[src/hw/rtl/sphinv_pkg.sv]
`timescale 1ns / 1ps

package sphinv_pkg;

    // Coordinate format; results in raw units do not depend on the fraction width.
    localparam int FRAC_BITS   = 16;
    localparam int CW          = 32;
    localparam int NCOORD      = 3;

    // Configuration port.
    localparam int CFG_IDX_W   = 3;
    localparam int RAD_W       = 31;
    localparam int TOL_W       = 16;
    localparam logic [RAD_W-1:0] RADIUS_RESET = RAD_W'(1) << FRAC_BITS;
    localparam logic [TOL_W-1:0] TOL_RESET    = TOL_W'(1);

    localparam logic [CFG_IDX_W-1:0] CFG_CENTER_X = 3'd0;
    localparam logic [CFG_IDX_W-1:0] CFG_CENTER_Y = 3'd1;
    localparam logic [CFG_IDX_W-1:0] CFG_CENTER_Z = 3'd2;
    localparam logic [CFG_IDX_W-1:0] CFG_RADIUS   = 3'd3;
    localparam logic [CFG_IDX_W-1:0] CFG_TOL      = 3'd4;

    // Datapath widths.
    localparam int OFF_W       = CW + 1;
    localparam int MAG_W       = CW;
    localparam int R2_W        = 2 * RAD_W;
    localparam int R2_LO_W     = 32;
    localparam int R2_HI_W     = R2_W - R2_LO_W;
    localparam int SQ_W        = 2 * MAG_W + 2;
    localparam int RM_W        = R2_W + MAG_W;
    localparam int NUM_W       = RM_W + 2;
    localparam int DEN_W       = SQ_W + 1;
    localparam int ROOT_W      = SQ_W / 2;
    localparam int SQRT_REM_W  = ROOT_W + 2;
    localparam int SQRT_DIGITS = ROOT_W;
    localparam int Q_W         = 33;
    localparam int DREM_W      = DEN_W + Q_W;
    localparam int SUM_W       = Q_W + 2;

    // Both arithmetic units have this many register stages.
    localparam int UNIT_LAT    = SQRT_DIGITS + 1;

    localparam logic [CW-1:0] COORD_MAX = {1'b0, {(CW-1){1'b1}}};
    localparam logic [CW-1:0] COORD_MIN = {1'b1, {(CW-1){1'b0}}};

    typedef enum logic [1:0] {
        ST_INV    = 2'd0,
        ST_ON     = 2'd1,
        ST_CENTER = 2'd2,
        ST_SAT    = 2'd3
    } t_status;

    // Item data that rides beside the arithmetic units.
    typedef struct packed {
        logic [NCOORD-1:0][CW-1:0] pt;
        logic [NCOORD-1:0]         neg;
        logic                      szero;
    } t_side;

    typedef struct packed {
        logic [NCOORD-1:0][CW-1:0] img;
        t_status                   status;
    } t_result;

endpackage

[src/hw/rtl/sphinv_sqrt.sv]
`timescale 1ns / 1ps

module sphinv_sqrt (
    input  logic                               i_clk,
    input  logic                               i_en,
    input  logic [sphinv_pkg::SQ_W-1:0]        i_rad,
    input  logic [sphinv_pkg::RAD_W-1:0]       i_radius,
    input  logic [sphinv_pkg::TOL_W-1:0]       i_tol,
    output logic                               o_on
);

    logic [sphinv_pkg::SQ_W-1:0]       r_rad  [sphinv_pkg::SQRT_DIGITS];
    logic [sphinv_pkg::SQRT_REM_W-1:0] r_rem  [sphinv_pkg::SQRT_DIGITS];
    logic [sphinv_pkg::ROOT_W-1:0]     r_root [sphinv_pkg::SQRT_DIGITS];
    logic                              r_on;

    // One root bit per stage: two radicand bits are brought down each time.
    for (genvar k = 0; k < sphinv_pkg::SQRT_DIGITS; k++) begin : g_digit
        logic [sphinv_pkg::SQ_W-1:0]         w_rad;
        logic [sphinv_pkg::SQRT_REM_W-1:0]   w_rem;
        logic [sphinv_pkg::ROOT_W-1:0]       w_root;
        logic [sphinv_pkg::SQRT_REM_W+1:0]   w_cur;
        logic [sphinv_pkg::SQRT_REM_W+1:0]   w_trial;
        logic [sphinv_pkg::SQRT_REM_W+1:0]   w_diff;

        if (k == 0) begin : g_in
            assign w_rad  = i_rad;
            assign w_rem  = '0;
            assign w_root = '0;
        end else begin : g_mid
            assign w_rad  = r_rad[k-1];
            assign w_rem  = r_rem[k-1];
            assign w_root = r_root[k-1];
        end

        assign w_cur   = {w_rem, w_rad[sphinv_pkg::SQ_W-1 -: 2]};
        assign w_trial = {{(sphinv_pkg::SQRT_REM_W - sphinv_pkg::ROOT_W){1'b0}}, w_root, 2'b01};
        assign w_diff  = w_cur - w_trial;

        always_ff @(posedge i_clk) begin
            if (i_en) begin
                r_rad[k] <= w_rad << 2;
                if (w_cur >= w_trial) begin
                    r_rem[k]  <= w_diff[sphinv_pkg::SQRT_REM_W-1:0];
                    r_root[k] <= {w_root[sphinv_pkg::ROOT_W-2:0], 1'b1};
                end else begin
                    r_rem[k]  <= w_cur[sphinv_pkg::SQRT_REM_W-1:0];
                    r_root[k] <= {w_root[sphinv_pkg::ROOT_W-2:0], 1'b0};
                end
            end
        end
    end

    logic [sphinv_pkg::ROOT_W:0] w_a;
    logic [sphinv_pkg::ROOT_W:0] w_b;
    logic [sphinv_pkg::ROOT_W:0] w_dist;

    assign w_a    = {1'b0, r_root[sphinv_pkg::SQRT_DIGITS-1]};
    assign w_b    = (sphinv_pkg::ROOT_W + 1)'(i_radius);
    assign w_dist = (w_a > w_b) ? (w_a - w_b) : (w_b - w_a);

    always_ff @(posedge i_clk) begin
        if (i_en) begin
            r_on <= w_dist < (sphinv_pkg::ROOT_W + 1)'(i_tol);
        end
    end

    assign o_on = r_on;

endmodule

[config.mk]
export PLATFORM = sky130hd
export DESIGN_NAME = sphinv_sqrt
export DESIGN_NICKNAME = d
export VERILOG_FILES = /design/src/hw/rtl/sphinv_pkg.sv /design/src/hw/rtl/sphinv_sqrt.sv
export SDC_FILE = /design/constraint.sdc
export NUM_CORES = 2
export LEC_CHECK = 0
export BUFFER_PORTS_ARGS = -buffer_cell sky130_fd_sc_hd__buf_4
export CAP_MARGIN = 30
export CORE_MARGIN = 5
export CORE_UTILIZATION = 55
export CTS_CLUSTER_DIAMETER = 100
export CTS_CLUSTER_SIZE = 28
export DETAILED_ROUTE_END_ITERATION = 10
export PLACE_DENSITY = 0.81
export SETUP_SLACK_MARGIN = 0.15
export SLEW_MARGIN = 15
export SYNTH_ARGS = -nofsm -noshare
export SYNTH_HDL_FRONTEND = slang
export SYNTH_MEMORY_MAX_BITS = 65536
export SYNTH_SLANG_ARGS = --single-unit
[constraint.sdc]
create_clock -name i_clk -period 8.06 [get_ports i_clk]
set_input_delay 1.209 -clock i_clk [delete_from_list [all_inputs] [get_ports i_clk]]
set_output_delay 1.209 -clock i_clk [all_outputs]
set_load 0.05 [all_outputs]
==> flow_results.xml <==
<?xml version="1.0" encoding="UTF-8"?>
<metrics>
  <group name="outcome">
    <metric name="status" unit="">finished clean</metric>
  </group>
  <group name="final_layout">
    <metric name="final_cell_mix" unit="">edfxtp_1 (2684), inv_1 (862), nand2_1 (769), ha_1 (674), o21ai_0 (632)</metric>
    <metric name="most_common_cell_after_layout_fill_and_taps_aside" unit="">edfxtp_1</metric>
    <metric name="num-fill-cells" unit="">18100</metric>
    <metric name="net_count_of_the_finished_layout" unit="">11200</metric>
    <metric name="fin_area" unit="mm2">0.137</metric>
    <metric name="final_layout_size_suffix_gt1_frac" unit="">0.0519</metric>
    <metric name="layout-area-overhead-vs-synth" unit="%">6.48</metric>
    <metric name="layout.area.seq" unit="mm2">0.0806</metric>
    <metric name="multi_input_comb_area" unit="mm2">0.0440</metric>
  </group>
  <group name="global_route">
    <metric name="grt_max_degree" unit="">195</metric>
    <metric name="grt_antenna_before_repair" unit="">3</metric>
    <metric name="grt_first_pass_wirelength" unit="um">415000</metric>
    <metric name="grt.total_usage" unit="">0.210</metric>
    <metric name="grt_remaining_overflow" unit="">0</metric>
    <metric name="grt_pass1_vias" unit="">76800</metric>
  </group>
  <group name="route">
    <metric name="drt_wl_total" unit="um">262000</metric>
    <metric name="dr_total_vias" unit="">78500</metric>
    <metric name="first_pass_iters" unit="">6</metric>
    <metric name="ant_nets" unit="">0</metric>
    <metric name="vias_per_cell" unit="">5.79</metric>
    <metric name="drc" unit="">0</metric>
    <metric name="drt_iter0_drc" unit="">6793</metric>
    <metric name="post_drt_wl_per_cell" unit="um">19.3</metric>
  </group>
  <group name="critical_path">
    <metric name="worst_path_max_delay_cell" unit="">mux2_2</metric>
    <metric name="setup.reg_to_reg.worst_slack" unit="ns">2.56</metric>
    <metric name="max_stage_delay" unit="ns">0.44</metric>
    <metric name="end_kind" unit="">flop</metric>
    <metric name="critPathArrivalTime" unit="ns">6.15</metric>
    <metric name="cp-startpoint" unit="">i_radius[0]</metric>
    <metric name="crit_path_end" unit="">o_on$_DFFE_PP_</metric>
    <metric name="timing.rr.end" unit="">o_on$_DFFE_PP_</metric>
    <metric name="worst-r2r-cell-count" unit="">16</metric>
    <metric name="timing.critical_path.cells" unit="">buf_4 -&gt; ha_1 -&gt; inv_1 -&gt; fa_1 -&gt; a21o_1 -&gt; a221o_1 -&gt; a21oi_1 -&gt; o311a_1 -&gt; a21o_1 -&gt; mux2_2 -&gt; o221ai_1 -&gt; xor2_1 -&gt; ha_1 -&gt; and4_1 -&gt; a211oi_1 -&gt; a21oi_1 -&gt; nor2_1 -&gt; o21a_1 -&gt; nand4_1 -&gt; a2111oi_0</metric>
    <metric name="critical_path.startpoint_type" unit="">input port</metric>
    <metric name="timing.rr.start" unit="">r_root[32][21]$_DFFE_PP_</metric>
    <metric name="path_max_fanout" unit="">9</metric>
    <metric name="cp_data_required_time" unit="ns">8.62</metric>
    <metric name="setup.worst_path.class" unit="">in2reg</metric>
  </group>
  <group name="run">
    <metric name="drv_cap" unit="">0</metric>
  </group>
  <group name="timing">
    <metric name="max_freq" unit="MHz">179</metric>
    <metric name="period_utilization_post_route" unit="">0.694</metric>
    <metric name="final.setup.worst_slack" unit="ns">2.46</metric>
    <metric name="setup_viol" unit="">0</metric>
    <metric name="report.final.slew_viol_count" unit="">0</metric>
    <metric name="rsz0062_at_grt" unit="">no</metric>
    <metric name="timing.max_slew.rel_slack" unit="">0.267</metric>
    <metric name="timing.final.crit_period" unit="ns">5.60</metric>
    <metric name="finalHoldViolations" unit="">0</metric>
    <metric name="worst-slew-pin-transition" unit="ns">1.10</metric>
    <metric name="fin_setup_tns" unit="ns">0</metric>
    <metric name="finalClockSkew" unit="ns">0.0515</metric>
  </group>
  <group name="clock_tree">
    <metric name="htree_num_levels" unit="">3</metric>
    <metric name="post_cts.resized_instances" unit="">0</metric>
    <metric name="ctsHoldBuffers" unit="">0</metric>
    <metric name="cts_tree" unit="">done</metric>
    <metric name="post_cts.repair.setup_buffers" unit="">0</metric>
    <metric name="cts.reportedPaths.clkPinSlew" unit="ns">0.10</metric>
    <metric name="cts_made_buffers" unit="">116</metric>
    <metric name="numClockSinks" unit="">2685</metric>
    <metric name="clkLatencyLatePin" unit="ns">0.82</metric>
    <metric name="max-clock-path-buffers" unit="">3</metric>
    <metric name="cts_root_cell" unit="">clkbuf_16</metric>
  </group>
  <group name="synth">
    <metric name="synthesis.area_per_instance" unit="um2">12.5</metric>
    <metric name="synth-edff-count" unit="">2684</metric>
    <metric name="seq_area_frac_synth" unit="">0.626</metric>
    <metric name="synth.yosys.warnings" unit="">0</metric>
    <metric name="ys_ff_latch" unit="">2685</metric>
    <metric name="postSynthNetCount" unit="">11100</metric>
    <metric name="synth_top_area_cell" unit="">edfxtp_1</metric>
    <metric name="synth_top_cells_by_area" unit="">edfxtp_1 (63%), ha_1 (6.6%), xor2_1 (3.2%)</metric>
    <metric name="synthDominantCellAreaShare" unit="">0.626</metric>
    <metric name="asyncSetResetFlopFracSynth" unit="">0</metric>
    <metric name="synth_cells" unit="">10300</metric>
    <metric name="synth_area" unit="mm2">0.129</metric>
    <metric name="yosys.cell_types.count" unit="">100</metric>
    <metric name="prevailing_post_synth_register_cell" unit="">edfxtp_1</metric>
  </group>
  <group name="die">
    <metric name="die_h" unit="um">494</metric>
    <metric name="dieArea" unit="mm2">0.244</metric>
    <metric name="coreArea" unit="mm2">0.233</metric>
    <metric name="io-pin-count" unit="">116</metric>
    <metric name="number_of_rows_created_at_floorplan" unit="">177</metric>
    <metric name="initial_core_utilization" unit="">0.553</metric>
    <metric name="die-width" unit="um">494</metric>
  </group>
  <group name="placed_design">
    <metric name="placedInstanceArea" unit="mm2">0.133</metric>
    <metric name="buffer_ports.inserted" unit="">115</metric>
    <metric name="place_ws" unit="ns">1.69</metric>
    <metric name="hpwlAfterDp" unit="um">193000</metric>
    <metric name="place.gp.congestion" unit="">0.923</metric>
  </group>
  <group name="pwr">
    <metric name="worst_ir_drop_vdd" unit="mV">0.251</metric>
    <metric name="power-per-cell-area" unit="mW/mm2">246</metric>
    <metric name="static-leakage-power" unit="nW">51.8</metric>
  </group>
  <group name="hold_path">
    <metric name="min-delay-path-class" unit="">reg2reg</metric>
  </group>
</metrics>
==> power by group <==
group          internal [W]  total, W  leakage [nW]  switching (W)
Combinational       0.00334   0.00796          24.2        0.00462
Clock               0.00278   0.00703          1.68        0.00425
Sequential           0.0176    0.0188          25.9        0.00118
Total                0.0237    0.0338          51.8         0.0100
==> critical path: cells and delay by family <==
family | cells | cell delay (ns)
XOR/XNOR | 1 | 0.20
buffers and inverters | 2 | 0.16
AO/OA/AOI/OAI | 10 | 2.84
adder cells (fa/ha/maj) | 3 | 0.83
multiplexers | 1 | 0.44
AND/OR/NAND/NOR | 3 | 0.50
==> registers in the layout (all words and copies together) (netlist names) <==
signal / flops
r_rad: 1056
r_root: 561
o_on: 1
r_rem: 1067
==> through the flow <==
stage | instances | power [W] | utilization | hold WS (ns)
final | 13500 | 0.0338 | 0.589 | 0.383
after detailed placement | 13400 | 0.0270 | 0.573 | 0.405
after floorplan | 10300 | 0.0246 | - | 0.400
after global placement | 13400 | 0.0267 | 0.573 | 0.400
after CTS | 13500 | 0.0340 | 0.588 | 0.384
after global routing | 13500 | 0.0357 | 0.589 | 0.391
==> area by class of cell <==
type | count | share of cell area
sequential | 2685 | 0.588
multi-input combinational | 6496 | 0.321
tap | 3132 | 0.0286
inverter | 867 | 0.0237
clock buffer | 127 | 0.0216
timing repair buffer | 200 | 0.0128
clock inverter | 39 | 0.00382
antenna | 2 | 0.0000365
==> Yosys cell counts (71+ instances only) <==
cell type,count
or2_2,71
nor2_1,578
clkbuf_1,189
nand2_1,769
a21o_1,249
nand2b_1,145
nor3_1,298
inv_1,862
xnor2_1,461
edfxtp_1,2684
ha_1,674
or3_1,117
nand4_1,103
xor2_1,474
a21oi_1,547
nor2b_1,75
o21ai_0,632
o21a_1,96
nor4_1,147
nand3_1,164
==> kinds of logic after synthesis <==
| kind of cell | count (synthesis) | synth area share |
|---|---|---|
| and+or+nand+nor | 2788 | 0.108 |
| DFF | 2685 | 0.626 |
| AOI/OAI and AO/OA | 2020 | 0.0971 |
| buffers and inverters | 1093 | 0.0324 |
| xor gates and xnor gates | 935 | 0.0636 |
| adders and majority gates | 676 | 0.0658 |
| muxes | 77 | 0.00651 |
==> metal layers <==
metal	routed length (um)	part of all wire	vias up	global-route usage
met5	0	0	-	0
met4	6260	0.024	0	0.0533
met3	12100	0.046	375	0.0200
met2	130000	0.50	1980	0.364
met1	114000	0.43	38300	0.288
li1	-	-	37800	-
==> worst min path at each step <==
stage                                 start                       end  slack [ns]  depth (start not counted)
floorplan           r_rad[0][934]$_DFFE_PP_  r_rad[0][1000]$_DFFE_PP_        0.40                          0
global route        r_rad[0][953]$_DFFE_PP_  r_rad[0][1019]$_DFFE_PP_        0.39                          0
finish               r_rad[0][97]$_DFFE_PP_   r_rad[0][163]$_DFFE_PP_        0.38                          0
CTS                  r_rad[0][97]$_DFFE_PP_   r_rad[0][163]$_DFFE_PP_        0.38                          0
detailed placement  r_rad[0][939]$_DFFE_PP_  r_rad[0][1005]$_DFFE_PP_        0.40                          0
global placement    r_rad[0][240]$_DFFE_PP_   r_rad[0][306]$_DFFE_PP_        0.40                          0
(Power assumes the default switching activity.)
